--- config.mk ---
export PLATFORM = sky130hd
export DESIGN_NAME = tmh_isqrt
export DESIGN_NICKNAME = d
export VERILOG_FILES = /design/src/rtl/core/tmh_isqrt.sv
export SDC_FILE = /design/constraint.sdc
export NUM_CORES = 1
export LEC_CHECK = 0
export ABC_CLOCK_PERIOD_IN_PS = 1630
export BUFFER_PORTS_ARGS = -buffer_cell sky130_fd_sc_hd__clkbuf_2
export CAP_MARGIN = 0
export CORE_AREA = 4 4 41 43
export CTS_CLUSTER_DIAMETER = 40
export DETAILED_ROUTE_END_ITERATION = 8
export DIE_AREA = 0 0 45 47
export GPL_TIMING_DRIVEN = 0
export PLACE_DENSITY = 0.54
export SKIP_CTS_REPAIR_TIMING = 1
export SLEW_MARGIN = 5
export SYNTH_ARGS = -nofsm -noshare
export SYNTH_HDL_FRONTEND = slang
export SYNTH_SLANG_ARGS = --single-unit
export TNS_END_PERCENT = 100
--- constraint.sdc ---
create_clock -name clk -period 1.63 [get_ports clk]
set_input_delay 0.326 -clock clk [delete_from_list [all_inputs] [get_ports clk]]
set_output_delay 0.326 -clock clk [all_outputs]
set_load 0.01 [all_outputs]
--- src/rtl/core/tmh_isqrt.sv ---
// ============================================================================
// Pipelined integer square root
// One result bit per stage, several lanes sharing one valid and one tag.
// ============================================================================
module tmh_isqrt #(
    parameter int LANES = 1,
    parameter int IN_W  = 4,
    parameter int OUT_W = (IN_W + 1) / 2,
    parameter int TAG_W = 1
) (
    input  logic                         clk,
    input  logic                         rst_n,
    input  logic                         en,
    input  logic                         in_valid,
    input  logic [LANES-1:0][IN_W-1:0]   rad,
    input  logic [TAG_W-1:0]             in_tag,
    output logic                         out_valid,
    output logic [LANES-1:0][OUT_W-1:0]  root,
    output logic [TAG_W-1:0]             out_tag
);
    localparam int PAD_W = 2 * OUT_W;
    localparam int REM_W = OUT_W + 2;

    logic [OUT_W-1:0]                valid_reg;
    logic [LANES-1:0][PAD_W-1:0]     rad_reg  [OUT_W];
    logic [LANES-1:0][REM_W-1:0]     rem_reg  [OUT_W];
    logic [LANES-1:0][OUT_W-1:0]     root_reg [OUT_W];
    logic [TAG_W-1:0]                tag_reg  [OUT_W];

    genvar s;
    generate
        for (s = 0; s < OUT_W; s++)
        begin : g_stage
            logic                        prev_valid;
            logic [LANES-1:0][PAD_W-1:0] prev_rad;
            logic [LANES-1:0][REM_W-1:0] prev_rem;
            logic [LANES-1:0][OUT_W-1:0] prev_root;
            logic [TAG_W-1:0]            prev_tag;
            logic [LANES-1:0][PAD_W-1:0] rad_next;
            logic [LANES-1:0][REM_W-1:0] rem_next;
            logic [LANES-1:0][OUT_W-1:0] root_next;

            if (s == 0)
            begin : g_first
                always_comb
                begin
                    prev_valid = in_valid;
                    prev_tag   = in_tag;
                    prev_rem   = '0;
                    prev_root  = '0;
                    for (int l = 0; l < LANES; l++)
                    begin
                        prev_rad[l] = PAD_W'(rad[l]);
                    end
                end
            end
            else
            begin : g_later
                assign prev_valid = valid_reg[s-1];
                assign prev_rad   = rad_reg[s-1];
                assign prev_rem   = rem_reg[s-1];
                assign prev_root  = root_reg[s-1];
                assign prev_tag   = tag_reg[s-1];
            end

            always_comb
            begin : step
                logic [REM_W-1:0] rem_t;
                logic [REM_W-1:0] trial;
                for (int l = 0; l < LANES; l++)
                begin
                    rem_t = {prev_rem[l][OUT_W-1:0], prev_rad[l][PAD_W-1 -: 2]};
                    trial = {prev_root[l], 2'b01};
                    if (rem_t >= trial)
                    begin
                        rem_next[l]  = rem_t - trial;
                        root_next[l] = {prev_root[l][OUT_W-2:0], 1'b1};
                    end
                    else
                    begin
                        rem_next[l]  = rem_t;
                        root_next[l] = {prev_root[l][OUT_W-2:0], 1'b0};
                    end
                    rad_next[l] = prev_rad[l] << 2;
                end
            end

            always_ff @(posedge clk or negedge rst_n)
            begin
                if (!rst_n)
                begin
                    valid_reg[s] <= 1'b0;
                end
                else if (en)
                begin
                    valid_reg[s] <= prev_valid;
                end
            end

            always_ff @(posedge clk)
            begin
                if (en)
                begin
                    rad_reg[s]  <= rad_next;
                    rem_reg[s]  <= rem_next;
                    root_reg[s] <= root_next;
                    tag_reg[s]  <= prev_tag;
                end
            end
        end
    endgenerate

    assign out_valid = valid_reg[OUT_W-1];
    assign root      = root_reg[OUT_W-1];
    assign out_tag   = tag_reg[OUT_W-1];

endmodule

==> results_dict.tcl <==
set metrics [dict create \
    max_stage_delay_ps 380 \
    r2r-start "rem_reg[0][0]$_DFFE_PP_" \
    clock-root-buffer "clkbuf_4" \
    p_seq_share_pct 60.1 \
    cp_num_buf_inv 1 \
    min_path_type "input pin to flip-flop" \
    fin_setup_tns_ps 0 \
    p_per_area_nw_per_um2 1102 \
    cp-startpoint "out_valid$_DFFE_PN0P_" \
    drive_gt1_share_pct 44.74 \
    p_sw_share_pct 19.66 \
    die_area_um2 2115 \
    max_slew_margin_pct 81.03 \
    rows 13 \
    dr_wl_met2_um 315 \
    placed_cells 48 \
    crit_end "out_valid" \
    grt_max_degree 12 \
    clockPowerShare_pct 30.9 \
    core-area_um2 1301 \
    netSwitchingPower_w 0.0001112 \
    clk_pin_slew_worst_paths_ps 60 \
    clk_path_buf_depth 2 \
    fin_skew_ps 0.1318 \
    final_common_cell "clkbuf_2" \
    wl_per_cell_um 10.49 \
    netlist_area_um2 397.9 \
    grt_overflow_total 0 \
    fmax_ghz 0.9119 \
    drc 0 \
    yosysUniqueCellTypes 11 \
    port_buffers 12 \
    numCtsBuffers 3 \
    io_pins 13 \
    reg2reg_to "root_reg[0][2]$_DFFE_PP_" \
    grt_pass1_wl_um 924 \
    maxCapViolations 0 \
    r2r_cells 3 \
    synth_seq_cells 11 \
    status "completed" \
    clk_latency_ps 260 \
    routed_wl_um 556 \
    hold_violations 0 \
    ys_seq_area_share_pct 80.50 \
    n_antenna_cell 0 \
    final_cells 53 \
    rsz0062_at_grt "false" \
    setup_viol 0 \
    crit_family "flip-flops" \
    top_layer "met3" \
    critPathCaptureType "output pin" \
    dr.pass1.iters 3 \
    gr-usage-all-layers_pct 6.919 \
    die_y_um 47 \
    fin_crit_ps 1097 \
    start_util_pct 30.58 \
    clkSinkCount 11 \
    dr_total_vias 219 \
    power_leakage_nw 0.2207 \
    via_per_inst 4.132 \
    p_comb_share_pct 9.1 \
    crit_chain "clkbuf_2" \
    rrSetupSlack_ps 590 \
    htreeDepth 1 \
    ir_drop_mv 0.4135 \
    ant_nets 0 \
    path_depth 1 \
    slowest_stage "dfrtp_1" \
    largest_register_ff_count 3 \
    antenna_found_initial 0 \
    wl_met1_um 201 \
    worstPathArrival_ps 770 \
    initialDrtViolationCount 1 \
    drv_slew 0 \
    final.fill_count 132 \
    final_nets 49 \
    gp_congestion 0.6384 \
    syn_nets 31 \
    postSynthCellCount 21 \
    die_w_um 45 \
    yosys_warnings 0 \
    final_cell_mix "12 x clkbuf_2, 9 x edfxtp_1, 3 x clkbuf_4" \
    fin_crit_sh_pct 67.28 \
    grt_pass1_vias 225 \
    p_int_w 0.0004542 \
    wl_met3_um 39 \
    tightest_slew_ps 284.6 \
    path_max_fanout 2 \
    area_growth_pct 28.93 \
    critPathKind "flip-flop to output pin" \
    critPathLaunchType "flip-flop" \
    required_ps 1300 \
    tritoncts "built" \
    syn_area_per_cell_um2 18.95 \
]
## area by class of cell
class	count	area [um2]	share of cell area [%]
flip-flops and latches	11	320.3	62.44
multi-input cells	9	73.82	14.39
repair buffers	13	70.07	13.66
clock buffers	4	26.28	5.122
well taps	15	18.77	3.659
inverters	1	3.754	0.7317
## cells in the mapped netlist
master    number  share of area, %
inv_1          1              0.94
nand2_1        1              0.94
o21ai_1        1               1.3
dfrtp_1        2                13
mux2_4         2               7.5
ha_1           1               3.1
and2_1         1               1.6
edfxtp_1       9                68
or2_1          1               1.6
nor2_1         1              0.94
nor2b_1        1               1.6
## power by group through the flow
| stage | logic [W] | clock network [W] | registers (W) |
|---|---|---|---|
| after floorplan | 0.0000188 | 0 | 0.000349 |
| after detailed placement | 0.0000502 | 0 | 0.000346 |
| after global routing | 0.0000570 | 0.000195 | 0.000343 |
| after global placement | 0.0000489 | 0 | 0.000344 |
| after CTS | 0.0000506 | 0.000185 | 0.000340 |
| final | 0.0000514 | 0.000174 | 0.000340 |
## worst min path at each step
stage | from | end | slack, ps | depth (start not counted)
floorplan | rst_n | g_stage[1].prev_valid$_DFFE_PN0P_ | 30 | 0
global placement | rst_n | out_valid$_DFFE_PN0P_ | 110 | 1
detailed placement | rst_n | g_stage[1].prev_valid$_DFFE_PN0P_ | 110 | 1
CTS | rst_n | out_valid$_DFFE_PN0P_ | -180 | 1
global route | rad[0] | rad_reg[0][0]$_DFFE_PP_ | 230 | 1
finish | rad[1] | rad_reg[0][1]$_DFFE_PP_ | 240 | 1
## through the flow
step | cell area [um2] | hold WS [ps] | setup WS [ps] | total power, W | util (%)
floorplan | 397.9 | 30.41 | 633.9 | 0.0003679 | -
global placement | 476.7 | 110.1 | 599.9 | 0.0003931 | 36.63
detailed placement | 476.7 | 113.1 | 582.0 | 0.0003960 | 36.63
CTS | 503.0 | -175.0 | 519.4 | 0.0005757 | 38.65
global route | 513.0 | 225.6 | 499.9 | 0.0005948 | 39.42
finish | 513.0 | 239.0 | 533.4 | 0.0005653 | 39.42
## metal layers
metal	global-route usage, %	up-vias
met5	0	-
li1	-	110
met1	5.995	103
met3	2.299	0
met4	8.772	0
met2	11.30	6
## cells by family (layout without fill, tap and decap cells)
| group | after synthesis | count (layout) | synth area share (%) |
|---|---|---|---|
| flops | 11 | 11 | 80.50 |
| simple gates | 5 | 5 | 6.605 |
| mux | 2 | 2 | 7.547 |
| fa+ha+maj | 1 | 1 | 3.144 |
| compound gates | 1 | 1 | 1.257 |
| buf+inv | 1 | 18 | 0.9425 |
Note: power is estimated with default switching activity, not from simulation.
