[src/rtl/core/tmh_div.sv]
// ============================================================================
// Pipelined saturating divider
// Restoring division, one quotient bit per stage, shared dividend, per-lane
// divisors; a zero divisor gives zero, an oversized quotient saturates.
// ============================================================================
module tmh_div #(
    parameter int LANES = 1,
    parameter int NUM_W = 8,
    parameter int DEN_W = 4,
    parameter int Q_W   = 4,
    parameter int TAG_W = 1
) (
    input  logic                        clk,
    input  logic                        rst_n,
    input  logic                        en,
    input  logic                        in_valid,
    input  logic [NUM_W-1:0]            num,
    input  logic [LANES-1:0][DEN_W-1:0] den,
    input  logic [TAG_W-1:0]            in_tag,
    output logic                        out_valid,
    output logic [LANES-1:0][Q_W-1:0]   quo,
    output logic [TAG_W-1:0]            out_tag
);
    logic [Q_W:0]                  valid_reg;
    logic [LANES-1:0][DEN_W-1:0]   rem_reg  [Q_W+1];
    logic [LANES-1:0][DEN_W-1:0]   den_reg  [Q_W+1];
    logic [LANES-1:0][Q_W-1:0]     q_reg    [Q_W+1];
    logic [Q_W-1:0]                low_reg  [Q_W+1];
    logic [LANES-1:0]              sat_reg  [Q_W+1];
    logic [LANES-1:0]              zero_reg [Q_W+1];
    logic [TAG_W-1:0]              tag_reg  [Q_W+1];

    logic [LANES-1:0][DEN_W-1:0]   rem0_next;
    logic [LANES-1:0]              sat0_next;
    logic [LANES-1:0]              zero0_next;

    always_comb
    begin
        for (int l = 0; l < LANES; l++)
        begin
            sat0_next[l]  = (num >> Q_W) >= NUM_W'(den[l]);
            rem0_next[l]  = DEN_W'(num >> Q_W);
            zero0_next[l] = (den[l] == '0);
        end
    end

    always_ff @(posedge clk or negedge rst_n)
    begin
        if (!rst_n)
        begin
            valid_reg[0] <= 1'b0;
        end
        else if (en)
        begin
            valid_reg[0] <= in_valid;
        end
    end

    always_ff @(posedge clk)
    begin
        if (en)
        begin
            rem_reg[0]  <= rem0_next;
            den_reg[0]  <= den;
            q_reg[0]    <= '0;
            low_reg[0]  <= num[Q_W-1:0];
            sat_reg[0]  <= sat0_next;
            zero_reg[0] <= zero0_next;
            tag_reg[0]  <= in_tag;
        end
    end

    genvar s;
    generate
        for (s = 1; s <= Q_W; s++)
        begin : g_stage
            logic [LANES-1:0][DEN_W-1:0] rem_next;
            logic [LANES-1:0][Q_W-1:0]   q_next;

            always_comb
            begin : step
                logic [DEN_W:0] rem_t;
                logic [DEN_W:0] den_x;
                for (int l = 0; l < LANES; l++)
                begin
                    rem_t = {rem_reg[s-1][l], low_reg[s-1][Q_W-1]};
                    den_x = {1'b0, den_reg[s-1][l]};
                    if (rem_t >= den_x)
                    begin
                        rem_next[l] = DEN_W'(rem_t - den_x);
                        q_next[l]   = {q_reg[s-1][l][Q_W-2:0], 1'b1};
                    end
                    else
                    begin
                        rem_next[l] = DEN_W'(rem_t);
                        q_next[l]   = {q_reg[s-1][l][Q_W-2:0], 1'b0};
                    end
                end
            end

            always_ff @(posedge clk or negedge rst_n)
            begin
                if (!rst_n)
                begin
                    valid_reg[s] <= 1'b0;
                end
                else if (en)
                begin
                    valid_reg[s] <= valid_reg[s-1];
                end
            end

            always_ff @(posedge clk)
            begin
                if (en)
                begin
                    rem_reg[s]  <= rem_next;
                    den_reg[s]  <= den_reg[s-1];
                    q_reg[s]    <= q_next;
                    low_reg[s]  <= low_reg[s-1] << 1;
                    sat_reg[s]  <= sat_reg[s-1];
                    zero_reg[s] <= zero_reg[s-1];
                    tag_reg[s]  <= tag_reg[s-1];
                end
            end
        end
    endgenerate

    always_comb
    begin
        for (int l = 0; l < LANES; l++)
        begin
            if (zero_reg[Q_W][l])
            begin
                quo[l] = '0;
            end
            else if (sat_reg[Q_W][l])
            begin
                quo[l] = '1;
            end
            else
            begin
                quo[l] = q_reg[Q_W][l];
            end
        end
    end

    assign out_valid = valid_reg[Q_W];
    assign out_tag   = tag_reg[Q_W];

endmodule

[config.mk]
export PLATFORM = sky130hd
export DESIGN_NAME = tmh_div
export DESIGN_NICKNAME = d
export VERILOG_FILES = /design/src/rtl/core/tmh_div.sv
export SDC_FILE = /design/constraint.sdc
export NUM_CORES = 1
export LEC_CHECK = 0
export BUFFER_PORTS_ARGS = -buffer_cell sky130_fd_sc_hd__buf_2
export CORE_MARGIN = 5
export CORE_UTILIZATION = 35
export CTS_CLUSTER_SIZE = 30
export DETAILED_ROUTE_END_ITERATION = 7
export HOLD_SLACK_MARGIN = 0.06
export SLEW_MARGIN = 20
export SYNTH_ARGS = -nofsm -noshare
export SYNTH_HDL_FRONTEND = slang
export SYNTH_SLANG_ARGS = --single-unit
[constraint.sdc]
create_clock -name clk -period 1.9 [get_ports clk]
set_input_delay 0.285 -clock clk [delete_from_list [all_inputs] [get_ports clk]]
set_output_delay 0.285 -clock clk [all_outputs]
set_load 0.005 [all_outputs]
==> impl_results.md <==
* Synth Net Count at ~240
* Top Ports at 23
* Max_slew headroom at roughly 70%
* Place WS at 0.170 ns
* Antenna Nets Post-Route at 0
* Vias in the first global route at 1599
* First-pass DRT Iterations at 4
* Critical path cell sequence: ha_1, nand4_1, nand2_1, nor2_4, mux2_4
* Critical path startpoint category: flop
* Number of synthesized flops with an enable pin at 67
* Area of the core at 8590 um^2
* Clock-pin slew on the worst setup and hold paths at ~0.08 ns
* Starting Density at between 30 and 40%
* Slowest-stage cell, CP: edfxtp_1
* Largest net degree at the start of global routing at 44
* Post-synth cell types at 23
* Detailed placement HPWL at ~2.8 mm
* 1st-iter DRT viols at 41
* VDD IR max at 0.407 mV
* Syn. warnings at 0
* Htree depth at 3
* Via count at around 1500
* CTS Root Cell: clkbuf_8
* Total Routed Length at 3.86 mm
* # nets final at about 270
* Final Max Tran Viols at 0
* Setup TNS at 0 ns
* Mapped Area at slightly above 3000 um^2
* Static Leakage at around 0.0014 uW
* Routed len/inst at 11.2 um
* Synth Register Bits at between 70 and 80
* Site Rows at 34
* Post-synthesis cell type with the largest combined area: edfxtp_1
* Fmax at approximately 570 MHz
* Syn avg cell area at ~16 um^2
* Synth top area share at between 60% and 70%
* CTS sink cnt at about 70
* Worst path required time at 1.99 ns
* Skew final at 0.0102 ns
* Drc violations at 0
* Status: complete, no violations
* Synth top area cells: edfxtp_1, ha_1, dfrtp_1
* Worst-Skew Late Latency at 0.34 ns
* CP Data Arrival Time at 1.83 ns
* Fill count at 817
* Total gr overflow at 0
* Worst flop-to-flop path startpoint: rem_reg[0][9]
* Post-CTS Setup Repair Bufs at 0
* First-pass GRT wire length at between 6 and 7 mm
* Placer congestion estimate at approximately 0.80
* Setup crit end kind: flop
* Post-synth ARST share at just under 7%
* Layout cells sized above 1 at 22.3%
* CTS tree: yes
* Vias/cell at about 4.5
* CP startpoint: rem_reg[0][9]
* Final Cycle Share at approximately nine tenths
* RSZ-0062 raised after global routing: no
* Maximum capacitance violations at 0
* Syn-to-layout area delta at 16.5%
* Largest stage delay, worst path at between 0.4 and 0.5 ns
* Initial antenna violation count at 0
* CTS buffer count at 9
* Crit path max fanout at 4
* # setup viols final at 0
* Gr usage total at under 10%
* Seq/Total Area, Yosys at a little over two thirds
* Die Y at between 100 and 150 um
* Cell Area, Placed at 3320 um^2
* Post-Synthesis Cells at around 200
* Finished Cell Area at roughly 3500 um^2
* Power Dens Cells at 1070 nW/um^2
* Final WS setup at between 0.15 and 0.2 ns
* Crit Path Category: flop to flop
* DIE AREA at between 10000 and 15000 um^2
* Die W at 103 um
* Hold WC Path Type: input pin to flop
* Final hold vios at 0
* I/O Buffers at 22
* Final min period at about 1.7 ns
* Hold Slack at ~0.11 ns
* Reg area at between 2000 and 2500 um^2
* Clk buf depth at 2
* Hold_sp: num[0]
* Top FF cell, synth: edfxtp_1
* Actual slew at the worst max-slew pin at 0.471 ns
* Antenna fix cells at 0
* Area occupied by multi-input gates at 803 um^2
-- worst paths after layout --
check	slack [ns]	endpoint	depth (start not counted)
max in group asynchronous	1.49	valid_reg[2]	2
min reg2reg	0.42	q_reg[0][19]	0
min in group asynchronous	0.28	out_valid	2
min	0.11	low_reg[0][0]	1
max reg2reg	0.16	rem_reg[0][14]	5
max	0.16	rem_reg[0][14]	5
-- cells in the mapped netlist (all sizes together) (4+ instances only) --
| cell | n |
|---|---|
| a21oi | 7 |
| nor2 | 25 |
| o21ai | 4 |
| dfrtp | 5 |
| nor3 | 6 |
| mux2 | 8 |
| edfxtp | 67 |
| mux2i | 6 |
| ha | 20 |
| nand2b | 4 |
| inv | 27 |
-- where the power goes --
part	leakage (uW)	total, uW	switching (uW)	internal, uW
logic	0.000614	520	267	253
registers	0.000710	2010	61.0	1950
clock network	0.000108	1280	542	735
total	0.00143	3800	869	2930
-- per-stage QoR --
step / std cells / util, % / total power, uW
final: 346 / 41.2 / 3800
after global routing: 346 / 41.2 / 4030
after CTS: 346 / 41.2 / 3870
after detailed placement: 329 / 38.7 / 2570
after global placement: 329 / 38.7 / 2560
after floorplan: 196 / - / 2410
-- per-layer routing --
metal / track usage (%) / vias to the layer above / wire length (um)
met1: 9.37 / 728 / 1610
met2: 14.4 / 26 / 1920
met5: 0 / - / 0
li1: - / 774 / -
met4: 7.17 / 0 / 135
met3: 2.55 / 12 / 201
-- cell usage in the layout, fill, tap and decap left out --
| master | synthesis | routed |
|---|---|---|
| dlygate4sd3_1 | 0 | 1 |
| buf_2 | 0 | 22 |
| nand2_1 | 3 | 3 |
| a21o_1 | 2 | 2 |
| mux2_2 | 5 | 5 |
| bufinv_16 | 0 | 2 |
| nor2_1 | 22 | 22 |
| fa_1 | 3 | 3 |
| dfrtp_1 | 5 | 5 |
| clkinv_1 | 0 | 1 |
| clkbuf_1 | 0 | 1 |
| nor4_1 | 1 | 1 |
| buf_12 | 0 | 1 |
| buf_4 | 0 | 2 |
| a21oi_1 | 4 | 4 |
| a21boi_0 | 1 | 1 |
| inv_1 | 27 | 27 |
| nor3_1 | 6 | 6 |
| mux2_4 | 3 | 3 |
| clkbuf_8 | 0 | 9 |
| ha_1 | 20 | 20 |
| clkinv_2 | 0 | 2 |
| edfxtp_1 | 67 | 67 |
| nand4_1 | 3 | 3 |
| mux2i_1 | 6 | 6 |
| a21oi_2 | 3 | 3 |
| xnor2_1 | 3 | 3 |
| o21ai_1 | 3 | 3 |
| inv_6 | 0 | 1 |
| a211o_1 | 1 | 1 |
| o21ai_0 | 1 | 1 |
| nor2_4 | 3 | 3 |
| nand2b_1 | 4 | 4 |
-- cell families (layout without fill, tap and decap cells) --
family,after synthesis,in the layout,share of synthesized area (%)
adders and majority gates,23,23,10.2
muxes,14,14,5.31
and+or+nand+nor,42,42,6.83
buffers and inverters,27,69,3.33
AOI/OAI and AO/OA,15,15,3.21
xor gates and xnor gates,3,3,0.864
DFF,72,72,70.3
-- worst max-delay path, delay by kind of cell (launching register included) --
kind / cells / cell delay, ns
flops: 1 / 0.41
mux: 1 / 0.31
simple gates: 3 / 0.40
fa+ha+maj: 1 / 0.37
-- final cells by class --
type,count,share of cell area [%]
clock buffers,10,3.60
flip-flops and latches,72,60.3
repair buffers,26,4.38
clock inverters,6,2.33
inverters,27,2.86
well taps,108,3.81
multi-input cells,97,22.7
-- repair_timing --
item,CTS,global route
hold buffers,1,0
gates resized for setup,0,0
endpoints found under the hold margin,5,0
(Power assumes the default switching activity.)
